File: src/design/tcw_pkg.sv
// ---------------------------------------------------------------------------
// tcw_pkg: shared types and constants of the text console writer
// Command codes, cell constants and the controller/datapath interface.
// ---------------------------------------------------------------------------
package tcw_pkg;

  localparam logic [2:0] CMD_PUT   = 3'd0;
  localparam logic [2:0] CMD_BS    = 3'd1;
  localparam logic [2:0] CMD_CLEAR = 3'd2;
  localparam logic [2:0] CMD_SHOW  = 3'd3;
  localparam logic [2:0] CMD_READ  = 3'd4;

  localparam logic [7:0]  CHAR_NL    = 8'h0A;
  localparam logic [7:0]  CHAR_CR    = 8'h0D;
  localparam logic [7:0]  CHAR_BLANK = 8'h20;
  localparam logic [7:0]  ATTR_RESET = 8'h07;
  localparam logic [15:0] CELL_RESET = 16'h0720;

  typedef enum logic [1:0] {
    LEN_ROW,
    LEN_COPY,
    LEN_TERM,
    LEN_ALL
  } len_sel_t;

  typedef struct packed {
    logic     load;
    logic     set_upd;
    logic     newline;
    logic     scroll_cur;
    logic     bs_step;
    logic     cur_zero;
    logic     show;
    logic     calc_addr;
    logic     rd_en;
    logic     rd_src;
    logic     set_rdv;
    logic     wr_char;
    logic     wr_copy;
    logic     wr_fill;
    logic     fill_init;
    logic     ptr_base;
    logic     ptr_zero;
    logic     cnt_clr;
    len_sel_t len;
    logic     emit;
  } dp_cmd_t;

  typedef struct packed {
    logic [2:0] cmd;
    logic       term_ok;
    logic       term_shown;
    logic       is_nl;
    logic       row_pend;
    logic       row_last;
    logic       at_origin;
    logic       rd_ok;
    logic       cnt_last;
  } dp_status_t;

  typedef struct packed {
    logic        upd;
    logic [10:0] pos;
    logic [7:0]  cell_char;
    logic [7:0]  cell_attr;
  } result_t;

endpackage

File: src/design/tcw_ctrl.sv
// ---------------------------------------------------------------------------
// tcw_ctrl: text console controller
// Sequences the clearing pass after reset, command decode, scrolls, clears,
// cell writes and reads, and hands each result to the output register.
// ---------------------------------------------------------------------------
module tcw_ctrl (
  input  logic                clk,
  input  logic                rst_n,
  input  logic                in_valid,
  output logic                in_ready,
  input  logic                out_free,
  input  tcw_pkg::dp_status_t st,
  output tcw_pkg::dp_cmd_t    cmd
);
  import tcw_pkg::*;

  typedef enum logic [3:0] {
    S_INIT_START,
    S_INIT_FILL,
    S_IDLE,
    S_DECODE,
    S_ADDR,
    S_ACT,
    S_SC_START,
    S_SC_RD,
    S_SC_WR,
    S_SC_BLANK,
    S_FILL,
    S_EMIT
  } state_t;

  state_t state_r;
  state_t state_nxt;

  assign in_ready = (state_r == S_IDLE);

  always_comb begin
    cmd       = '0;
    state_nxt = state_r;
    case (state_r)
      S_INIT_START: begin
        cmd.ptr_zero = 1'b1;
        cmd.cnt_clr  = 1'b1;
        cmd.len      = LEN_ALL;
        state_nxt    = S_INIT_FILL;
      end
      S_INIT_FILL: begin
        cmd.wr_fill   = 1'b1;
        cmd.fill_init = 1'b1;
        if (st.cnt_last) begin
          state_nxt = S_IDLE;
        end
      end
      S_IDLE: begin
        if (in_valid) begin
          cmd.load  = 1'b1;
          state_nxt = S_DECODE;
        end
      end
      S_DECODE: begin
        state_nxt = S_EMIT;
        case (st.cmd)
          CMD_PUT: begin
            if (st.term_ok) begin
              cmd.set_upd = st.term_shown;
              if (st.is_nl) begin
                if (st.row_last) begin
                  state_nxt = S_SC_START;
                end else begin
                  cmd.newline = 1'b1;
                end
              end else if (st.row_pend) begin
                state_nxt = S_SC_START;
              end else begin
                state_nxt = S_ADDR;
              end
            end
          end
          CMD_BS: begin
            if (!st.at_origin) begin
              cmd.bs_step = 1'b1;
              cmd.set_upd = 1'b1;
              state_nxt   = S_ADDR;
            end
          end
          CMD_CLEAR: begin
            cmd.cur_zero = 1'b1;
            cmd.set_upd  = 1'b1;
            cmd.ptr_base = 1'b1;
            cmd.cnt_clr  = 1'b1;
            cmd.len      = LEN_TERM;
            state_nxt    = S_FILL;
          end
          CMD_SHOW: begin
            if (st.term_ok) begin
              cmd.show    = 1'b1;
              cmd.set_upd = 1'b1;
            end
          end
          CMD_READ: begin
            if (st.rd_ok) begin
              state_nxt = S_ADDR;
            end
          end
          default: begin
            state_nxt = S_EMIT;
          end
        endcase
      end
      S_ADDR: begin
        cmd.calc_addr = 1'b1;
        state_nxt     = S_ACT;
      end
      S_ACT: begin
        case (st.cmd)
          CMD_PUT:  cmd.wr_char = 1'b1;
          CMD_BS:   cmd.wr_fill = 1'b1;
          CMD_READ: begin
            cmd.rd_en   = 1'b1;
            cmd.set_rdv = 1'b1;
          end
          default:  cmd.rd_en = 1'b0;
        endcase
        state_nxt = S_EMIT;
      end
      S_SC_START: begin
        cmd.ptr_base = 1'b1;
        cmd.cnt_clr  = 1'b1;
        cmd.len      = LEN_COPY;
        state_nxt    = S_SC_RD;
      end
      S_SC_RD: begin
        cmd.rd_en  = 1'b1;
        cmd.rd_src = 1'b1;
        state_nxt  = S_SC_WR;
      end
      S_SC_WR: begin
        cmd.wr_copy = 1'b1;
        if (st.cnt_last) begin
          cmd.cnt_clr = 1'b1;
          cmd.len     = LEN_ROW;
          state_nxt   = S_SC_BLANK;
        end else begin
          state_nxt = S_SC_RD;
        end
      end
      S_SC_BLANK: begin
        cmd.wr_fill = 1'b1;
        if (st.cnt_last) begin
          cmd.scroll_cur = 1'b1;
          state_nxt      = st.is_nl ? S_EMIT : S_ADDR;
        end
      end
      S_FILL: begin
        cmd.wr_fill = 1'b1;
        if (st.cnt_last) begin
          state_nxt = S_EMIT;
        end
      end
      S_EMIT: begin
        if (out_free) begin
          cmd.emit  = 1'b1;
          state_nxt = S_IDLE;
        end
      end
      default: begin
        state_nxt = S_INIT_START;
      end
    endcase
  end

  always_ff @(posedge clk) begin
    if (!rst_n) begin
      state_r <= S_INIT_START;
    end else begin
      state_r <= state_nxt;
    end
  end

endmodule

File: config.mk
export PLATFORM = sky130hd
export DESIGN_NAME = tcw_ctrl
export DESIGN_NICKNAME = d
export VERILOG_FILES = /design/src/design/tcw_pkg.sv /design/src/design/tcw_ctrl.sv
export SDC_FILE = /design/constraint.sdc
export NUM_CORES = 1
export LEC_CHECK = 0
export BUFFER_PORTS_ARGS = -buffer_cell sky130_fd_sc_hd__buf_2
export CORE_UTILIZATION = 30
export CTS_CLUSTER_DIAMETER = 150
export DETAILED_ROUTE_END_ITERATION = 8
export MAX_ROUTING_LAYER = met4
export SYNTH_ARGS = -nofsm -noshare
export SYNTH_HDL_FRONTEND = slang
export SYNTH_SLANG_ARGS = --single-unit
File: constraint.sdc
create_clock -name clk -period 1.84 [get_ports clk]
set_clock_uncertainty 0.15 [all_clocks]
set_input_delay 0.276 -clock clk [delete_from_list [all_inputs] [get_ports clk]]
set_output_delay 0.276 -clock clk [all_outputs]
set_load 0.01 [all_outputs]
==> results list, run 1 <==
- Yosys instantiated no cell more often than nor2_1.
* Number of enable-type register cells in the synthesized netlist: 0
- The area growth from synthesis to layout is 77.7%.
- Master cell of the clock root buffer: clkbuf_4
- A synthesized cell averages 6.73 um^2.
* Max Fanout on Critical Path: 4
* Count of unique library cells instantiated by Yosys: 48
- Clock tree from TritonCTS: yes
* Starting Density: ~33%
* Setup repair after global routing missed its margin: true
* Nets: 187
* Startpoint of the lowest-slack register-to-register path: state_r[0]
- Timing startpoint of the critical path: state_r[0]
- Yosys top cell area share: between 10% and 20%
- In this run, the number of DRC markers left after iteration 0 of detailed routing was 31.
* Peak supply drop: 0.850 mV
* Proportion of layout cells with a drive suffix above 1: 58.2%
- Final ANT Viol Nets: 0
- For hold timing, the worst endpoint is state_r[0].
* Relative slew margins: 69.4%
- The die covers 0.00267 mm^2.
- The worst register-to-register path ends at state_r[0].
- Number of pins with negative max-slew slack in the final report: 0
- Antenna cell count: 0
- Die span in x: 51.7 um
- Clock network fraction of design power: 6.4%
- The worst hold path begins at rst_n.
* Detailed Place HPWL: roughly 1900 um
- Worst slack at placement: -0.0214 ns
- Across the run, the number of max-cap violations was 0.
* Register clock-pin slew on the reported worst setup and hold paths: 0.04 ns
* Cell internal pwr: 0.984 mW
- Yosys printed 0 warnings.
- Together, buffers and inverters on the worst path number 1.
* Clock buffer count from CTS: 3
- GPL Wtd Cong: between 0.8 and 0.9
* Critical Path Source Type: register
- FF+latch count, synth: 4
- Leaving out filler cells and counting taps, the final layout contains 198.
* Max H-tree Level: 1
* Hold Buf Count CTS: 0
- Counting flops with an async set or reset pin after synthesis yields a share of 0%.
- The pre-antenna-repair detailed-routing pass consisted of 4 iterations.
* Routed length per placed instance: 14.0 um
- Violations in the final reports: negative setup slack
- STA puts the critical path data required time at 1.41 ns.
- Floorplan core area: roughly 0.0023 mm^2
- The worst setup path is of the reg -> out kind.
* Largest delay share family, worst path: simple AND/OR/NAND/NOR gates
* Overall routing resource usage: 20.7%
* Highest Clock Rate: 0.514 GHz
* Primary flip-flop cell chosen by synthesis mapping: dfxtp_1
- Drc violations: 0
- Among all stages on the critical path, the largest delay is contributed by or4_4.
- Worst-path cell chain: nor2b_4, nand3_4, or4_4, o21ai_2, buf_2
- Once routing completed, OpenROAD measured the worst setup slack at -0.106 ns.
- The share of total power dissipated in combinational logic is 81.2%.
* Top register by number of flip-flops: state_r
- Run status: complete, but fails checks
- For this block, the routed nets add up to 2770 um of wire.
- Critical Path AT: 1.52 ns
- Port buffering added 36 buffers.
- For the worst flop-to-flop path, the logic depth is 7.
- The synthesized design spends more area on one cell type than any other, namely dfxtp_1.
* Power density over the cells: 1360 mW/mm^2
- Final hold analysis gives a worst-case slack of around 0.16 ns.
- Instance count of the mapped netlist: between 100 and 150
* Crit share post-route: 106%
- In the post-synthesis netlist, the biggest area contributors are dfxtp_1 11%, nand2b_1 5.1%, nor2_1 5.1%, buf_2 4.1%, nor3_1 4.1%.
* Bufs on Longest Clock Path: 2
* Final setup violation count: 6
- Top cells by instance count after synthesis: 10 x nor2_1, 8 x nand2_1
* Fill count: between 200 and 250
- The number of global-route vias before repair came to 922.
- The register with the most flip-flops in the layout has 4 of them.
- Post-Syn Area: around 740 um^2
* Capturing element type of the critical path: primary output
- Maximum number of pins on one net before global-route repair: 16
- Insertion delay to the later sink of the worst-skew pair: 0.25 ns
- Largest registers in the final layout: state_r (4)
- Number of hold violations in the final report: 0
* Cell row count: 17
- Counting every sink on the clock net gives 4.
- When the netlist entered floorplanning its net count stood at 125.
- Summed over all nets, the switching power comes to 0.812 mW.
- Share of total power in sequential cells: 12.4%
- First-pass GRT wire length: 4020 um
- For the pin with the worst max-slew slack, the measured transition is 0.447 ns.
* Die height: 51.7 um
- Via count: 1120
- The worst hold path was traced through 2 stages.
- Once placement completed, the tool counted placed cells totaling 180.
- The path class of the tightest hold or removal check is in -> reg.
* Period minus WS final: 1.95 ns
- In this run the count of I/O pins placed on the die edge is 37.
- Crit path largest cell delay: about 0.44 ns
- FF-to-FF setup slack: 0.01 ns
- For this design the static power due to leakage is 0.641 nW.
* Number of vias per cell: 5.66
- Initial antenna violation count: 0
- For this run the aggregate overflow at the end of global routing stands at 0.
- Share of synthesized area occupied by flip-flops and latches: roughly 11%
- Net switching fraction of the power: 45.2%
layout make-up:
| class | instances | area (um^2) | share of cell area, % |
|---|---|---|---|
| sequential | 4 | 92.6 | 7.03 |
| inverter | 4 | 17.5 | 1.33 |
| timing repair buffer | 67 | 443 | 33.7 |
| tap | 28 | 35.0 | 2.66 |
| clock buffer | 3 | 22.5 | 1.71 |
| multi-input combinational | 92 | 706 | 53.6 |
stage by stage:
stage | area, um^2 | power [mW] | setup TNS (ns) | utilization, %
final | 1320 | 1.80 | -0.315 | 57.8
after CTS | 1140 | 1.46 | -0.310 | 50.1
after detailed placement | 1020 | 1.23 | -0.0469 | 44.8
after global placement | 1020 | 1.21 | -0.000376 | 44.8
after floorplan | 741 | 0.871 | 0 | -
after global routing | 1320 | 1.92 | -0.828 | 57.8
cells in the final DEF, fill, tap and decap left out, types with 3 or more instances in the layout:
cell type	instances
buf_2	36
buf_4	25
buf_6	4
clkbuf_4	3
dfxtp_4	3
inv_1	3
nand2_1	7
nand2b_1	6
nor2_1	9
nor3_2	4
o21ai_0	5
or2_1	3
power by group through the flow:
stage / clock network (mW) / registers, mW / logic, mW
global route: 0.125 / 0.232 / 1.57
global placement: 0 / 0.184 / 1.03
finish: 0.114 / 0.223 / 1.46
CTS: 0.117 / 0.201 / 1.15
detailed placement: 0 / 0.183 / 1.05
floorplan: 0 / 0.150 / 0.720
routing by layer:
metal	vias up	GRT usage [%]	share of wire [%]	routed length, um
met5	-	-	0	0
met4	0	6.76	2.7	76
met3	12	3.51	7.4	204
met2	60	33.8	51	1400
met1	513	25.8	39	1090
li1	535	-	-	-
worst max path at each step:
| stage | end | slack, ns | cells after the start |
|---|---|---|---|
| after global placement | cmd[12] | -0.0004 | 6 |
| after detailed placement | state_r[0] | -0.02 | 5 |
| final | cmd[5] | -0.11 | 5 |
| after global routing | cmd[3] | -0.16 | 5 |
| after CTS | cmd[3] | -0.1 | 5 |
| after floorplan | state_r[0] | 0.05 | 5 |
kinds of logic after synthesis:
kind of cell	Yosys count	share of synthesized area, %
AOI/OAI and AO/OA	32	29.9
xor gates and xnor gates	2	2.37
buffers and inverters	14	9.63
DFF	4	10.8
muxes	1	1.52
and+or+nand+nor	57	45.8
repair_timing:
action                     CTS  global route
gates cloned                 0             0
pin swaps                    1            10
resized for setup           18            24
setup buffers                5            11
setup endpoints to repair   19            14
Note: power is estimated with default switching activity, not from simulation.
==> inputs of run 2 (changes only) <==
--- a/constraint.sdc
+++ b/constraint.sdc
@@ -3,3 +3,3 @@
 set_input_delay 0.276 -clock clk [delete_from_list [all_inputs] [get_ports clk]]
 set_output_delay 0.276 -clock clk [all_outputs]
-set_load 0.01 [all_outputs]
+set_load 0.005 [all_outputs]
==> run 2 against run 1 <==
Effect of this change: the run still ends with negative setup slack left; power decreased by 3.5%; register-to-register slack got worse by 0.07 ns; clock power increased by 9%; core utilization decreased by 1.4 points; flip-flop and latch count unchanged; sequential power decreased by 9%; first-iteration DRC count increased by 58%; routed wire length increased by 2.8%; maximum frequency decreased by 0.81%; cell area decreased by 2.5%; largest power group unchanged; highest routed layer unchanged.
==> results list, run 2 (same netlist as run 1, synthesis figures left out) <==
- In this run the power spent charging and discharging nets is 0.775 mW.
* Max Fanout on Critical Path: 4
- Cells with a size suffix above 1 make up 57.6% of the layout.
- Combinational fraction of design power: around four fifths
- From bottom edge to top edge, the die measures 51.7 um.
- Setup repair after global routing missed its margin: true
* Master cell of the clock root buffer: clkbuf_4
- For this run, design rule violations remaining after detail routing come to 0.
* Final setup violation count: 10
- In the layout the commonest cells are 36 x buf_2, 20 x buf_4, 10 x nor2_1.
- In the routed layout, each cell is associated on average with a via count of 5.57.
- At the pin with the least slew margin, the transition time is 0.592 ns.
- Overall routing resource usage: 20.7%
* Highest Clock Rate: 0.510 GHz
* Critical Path Source Type: register
* Top register by number of flip-flops: state_r
* Commonest non-fill, non-tap cell in the layout: buf_2
* Cell internal pwr: ~0.96 mW
- For this run, the post-layout net count is 182.
- Number of maximum-capacitance violations: 0
- After layout, the worst path uses 107% of the clock period.
* Fill count: 201
* Total Die Area: 0.00267 mm^2
* Worst endpoint required time: 1.41 ns
- IR analysis of the VDD net gives a maximum drop of 0.858 mV.
- Summed over all nets, the half-perimeter wirelength after detailed placement is 1800 um.
- Summed over all layers, the global routing overflow is 0.
- Final-layout setup total negative slack: -0.646 ns
- For the worst setup path, the data arrival time is 1.54 ns.
- Type of the most critical hold path: in -> reg
- Antenna cell count: 0
- Number of search-and-repair iterations in the first detailed-routing pass: 4
- Floorplan core area: 0.00228 mm^2
- Vias in the first global route: 904
* Crit path setup slack, layout: -0.122 ns
* Sink count of the clock tree: 4
- Post-detailed-routing wire length: around 2900 um
- In this run switching power makes up 44.7% of total power.
- In this run the horizontal extent of the chip is 51.7 um.
- Final ANT Viol Nets: 0
- Starting Density: 32.5%
- Num ports: 37
- The congestion estimate from routability-driven global placement came to 0.838.
- Register clock-pin slew on the reported worst setup and hold paths: around 0.050 ns
- First-pass GRT wire length: 4060 um
- Largest registers in the final layout: state_r (4)
- The count of final max-slew check failures was 0.
* Leakage component of the power: 0.604 nW
- P&R area growth vs syn: 73.3%
- Period minus WS final: ~2.0 ns
- Clock tree synthesis inserted a total of 3 buffers.
* Initial antenna violation count: 0
- CTS built an H-tree with a depth of 1.
- The worst setup path is of the reg -> out kind.
- The run finished, with violations left.
- The register with the most flip-flops in the layout has 4 of them.
* Insertion delay to the later sink of the worst-skew pair: 0.26 ns
- DRT iter0 DRCs: 49
- Clock tree from TritonCTS: yes
- Port-buffer cells: 36
* Bufs on Longest Clock Path: 2
- Capturing element type of the critical path: primary output
- Routed length per placed instance: 14.8 um
- In this run the core area contains 17 standard-cell rows.
- The total count of hold-check failures in the final report was 0.
- Relative slew margins: approximately three fifths
- Total power for the finished layout comes to 1.73 mW.
- Via count: 1075
- Hold Buf Count CTS: 0
- Power spread over the standard cell area amounts to around 1400 mW/mm^2.
* Violations in the final reports: negative setup slack
- Entering global routing, the biggest net connects 15 pins.
* Share of total power in sequential cells: 11.8%
- The clock network is responsible for 7.1% of the overall power.
[run 2: worst paths after layout]
| kind | from | endpoint | slack (ns) | cells after the start |
|---|---|---|---|---|
| worst max-delay path | state_r[0] | cmd[3] | -0.12 | 5 |
| worst min-delay path | rst_n | state_r[0] | 0.13 | 2 |
| worst max register to register | state_r[0] | state_r[2] | -0.06 | 6 |
| worst min register to register | state_r[1] | state_r[1] | 0.55 | 2 |
[run 2: power by group through the flow]
| stage | Combinational, mW | Sequential (mW) | Clock, mW |
|---|---|---|---|
| 2_1_floorplan | 0.664 | 0.150 | 0 |
| 3_3_place_gp | 0.975 | 0.183 | 0 |
| 3_5_place_dp | 0.982 | 0.183 | 0 |
| 4_1_cts | 1.11 | 0.185 | 0.112 |
| 5_1_grt | 1.52 | 0.210 | 0.132 |
| 6_report | 1.41 | 0.204 | 0.124 |
[run 2: metrics by stage]
stage / cells / setup WS [ns] / area [um^2] / hold WS [ns] / utilization (%)
finish: 193 / -0.122 / 1280 / 0.127 / 56.4
global route: 193 / -0.184 / 1280 / 0.151 / 56.4
CTS: 184 / -0.0571 / 1090 / 0.143 / 47.9
detailed placement: 178 / -0.0335 / 1000 / 0.388 / 44.1
global placement: 178 / -0.0185 / 1000 / 0.395 / 44.1
floorplan: 110 / 0.0527 / 741 / 0.259 / -
[run 2: layout make-up]
| cell class | count | area, um^2 | area share, % |
|---|---|---|---|
| clock buffer | 3 | 22.5 | 1.75 |
| multi-input combinational | 92 | 713 | 55.6 |
| sequential | 4 | 92.6 | 7.21 |
| timing repair buffer | 62 | 405 | 31.6 |
| inverter | 4 | 15.0 | 1.17 |
| tap | 28 | 35.0 | 2.73 |
[run 2: timing repair]
item                                    4_1_cts  5_1_grt
pin swaps                                     2        8
endpoints found under the hold margin         0        0
setup buffers                                 3       11
resized for setup                            14       28
endpoints found under the setup margin       17       11
[run 2: layer usage]
layer	track usage [%]	routed length [um]
met1	27.4	1170
met3	3.80	171
met5	-	0
met4	7.66	131
met2	31.0	1370
[run 2: critical path, cell delays in order, from the launching register on]
cell     delay, ns
dfxtp_4       0.36
nor2b_4       0.19
nand3_4       0.09
or4_4         0.45
o21ai_2       0.07
buf_2         0.12
==> inputs of run 3 (changes only) <==
- SETUP_SLACK_MARGIN: unset -> 0.3
==> run 3 against run 2 <==
Effect of this change: the flow still finishes with violations (negative setup slack); combinational power rose by 4%; cell count down 0.52%; worst setup slack gained 0.039 ns; critical path type unchanged; largest power group unchanged; core utilization increased by 1.2 points; via count increased by 2.2%; register-to-register slack improved by 0.08 ns; critical path depth unchanged; worst hold slack better by 0.035 ns; sequential share of layout area fell by 0.15 points; non-clock buffer count down 1; clock power shrank 12%.
==> results list, run 3 (same netlist as run 1, synthesis figures left out) <==
- Run status: complete, but fails checks
- Violations in the final reports: negative setup slack
- At the placement stage, the worst setup path has a slack of -0.0351 ns.
- DRT iter0 DRCs: 30
- In this run the worst hold path is classified as in -> reg.
- Number of search-and-repair iterations in the first detailed-routing pass: 4
- For flop-to-flop paths, the worst setup slack is around 0.020 ns.
* Number of pins with negative max-slew slack in the final report: 0
- From bottom edge to top edge, the die measures about 52 um.
- Largest registers in the final layout: state_r (4)
* Setup repair after global routing missed its margin: true
- STA classifies the critical path startpoint as a register.
- 0 antenna diodes ended up in the layout.
- In this run the static leakage power is 0.615 nW.
- Summed over all nets, the switching power comes to 0.832 mW.
- Setup violations remaining at the end of the flow were counted as 9.
- Max Fanout on Critical Path: 4
- Crit share post-route: 105%
- Once detail routing completed, the nets flagged for antenna violations numbered 0.
* Overflow left after global routing: 0
* Clock tree from TritonCTS: yes
- The number of hold buffers added after CTS was 0.
- The register with the most flip-flops in the layout has 4 of them.
- Vias in the first global route: 979
* Post-route insts no fill: between 150 and 200
- For the worst setup path, the data arrival time is 1.50 ns.
* Number of hold violations in the final report: 0
- The later pin in the worst-skew pair is clocked with a latency of 0.23 ns.
* Worst Min Path Start: rst_n
- The final layout contains around 180 nets.
- Max H-tree Level: 1
* Commonest non-fill, non-tap cell in the layout: buf_2
- Depth of the worst register-to-register path: 6
- The floorplan step set the die width to 51.7 um.
- Ranked by flip-flop count, first place goes to state_r.
* Worst setup path class: reg -> out
- GPL Wtd Cong: a little under 0.9
* Net switching fraction of the power: 46.4%
- Register clock-pin slew on the reported worst setup and hold paths: 0.04 ns
* Clock buffer count from CTS: 3
- Floorplan core area: 0.00228 mm^2
* Crit path largest cell delay: 0.43 ns
* Cell type of the slowest stage on the worst timing path: or4_4
- Routed length per placed instance: 15.8 um
- Counting every sink on the clock net gives 4.
- In this run the number of cells on the critical path is 5.
- Starting Density: 32.5%
- After layout, the design draws a total of 1.79 mW.
* Share of total power in sequential cells: 11.8%
* Number of vias per cell: 5.72
- Master cell of the clock root buffer: clkbuf_4
- Power density over the cells: 1370 mW/mm^2
- Relative to the synthesized area, the layout overhead comes to 77.0%.
- Maximum number of pins on one net before global-route repair: 14
* Worst Hold End: state_r[0]
* Number of maximum-capacitance violations: 0
- Relative slew margins: 68.3%
- The number of antenna violations at the first check in global routing is 0.
- The worst setup path is captured at a primary output.
- Per report_power, the combinational group accounts for about 80% of the total.
- Cell row count: 17
* Peak supply drop: 1.13 mV
- The startpoint identified for the worst register-to-register timing path is state_r[0].
- Once detailed placement completed, the half-perimeter wirelength came to 1930 um.
- The first global-routing pass estimated 4440 um of wire.
- Cell internal pwr: 0.961 mW
- After routing, the total negative slack on setup checks comes to -0.293 ns.
- Number of placed instances with taps included: 180
- Overall routing resource usage: a little under a quarter
* Via count: approximately 1100
* Reg-to-reg endpoint: state_r[0]
* Slew @ Worst Pin: 0.463 ns
- The worst hold path was traced through 2 stages.
* Proportion of layout cells with a drive suffix above 1: 59.1%
* Post-detailed-routing wire length: slightly above 3000 um
- Highest Clock Rate: 0.520 GHz
- Bufs on Longest Clock Path: 2
- Subtracting the final worst setup slack from the clock period gives 1.92 ns.
- Number of buffers and inverters on the critical path: 1
* Worst-path cell chain: nor2b_4, nand3_4, or4_4, o21ai_1, buf_2
* Drc violations: 0
* Clock network fraction of design power: 6.1%
* Port-buffer cells: 36
- Total Die Area: 0.00267 mm^2
* Worst endpoint required time: 1.41 ns
* Fill count: 208
- In the post-route analysis, the smallest setup slack over all paths is -0.0831 ns.
- 37 I/O pins were placed.
* Most frequent cells in the layout: 36 x buf_2, 16 x buf_4, 9 x buf_6
* Largest delay share family, worst path: simple AND/OR/NAND/NOR gates
==> run 3: cell types whose count changed in the layout (fill, tap and decap cells not counted), sizes merged <==
cell	previous run	this run
buf	62	61
==> run 3: what timing repair did <==
item / CTS / global route
endpoints found under the setup margin: 26 / 26
endpoints found under the hold margin: 0 / 0
gates resized for setup: 31 / 14
pin swaps: 6 / 7
setup buffers: 5 / 4
==> run 3: area by class of cell <==
class	count	area (um^2)	area share, %
Clock buffer	3	22.5	1.72
Inverter	4	17.5	1.34
Multi-Input combinational cell	92	742	56.6
Sequential cell	4	92.6	7.06
Tap cell	28	35.0	2.67
Timing Repair Buffer	61	402	30.6
==> run 3: how the worst max path moves through the flow <==
stage / start / endpoint
final: state_r[0] / cmd[3]
after global routing: state_r[0] / cmd[3]
after floorplan: state_r[0] / state_r[0]
after global placement: in_valid / state_r[0]
after CTS: state_r[0] / cmd[3]
after detailed placement: state_r[1] / cmd[16]
==> run 3: routing by layer <==
layer / wire (um) / global-route usage, % / part of all wire [%]
met5: 0 / - / 0
met4: 105 / 7.66 / 3.5
met3: 89 / 2.92 / 2.9
met2: 1610 / 39.6 / 53
met1: 1230 / 26.8 / 41
==> run 3: power by group through the flow <==
stage	logic (mW)	clock network [mW]	registers, mW
5_1_grt	1.56	0.121	0.220
6_report	1.47	0.109	0.212
2_1_floorplan	0.699	0	0.157
4_1_cts	1.24	0.113	0.196
3_3_place_gp	1.03	0	0.193
3_5_place_dp	1.04	0	0.195
==> run 3: through the flow <==
step | hold WS (ns) | instance area [um^2] | util (%)
6_report | 0.163 | 1310 | 57.6
5_1_grt | 0.165 | 1310 | 57.6
4_1_cts | 0.157 | 1220 | 53.7
3_5_place_dp | 0.401 | 1040 | 45.6
3_3_place_gp | 0.404 | 1040 | 45.6
2_1_floorplan | 0.265 | 766 | -
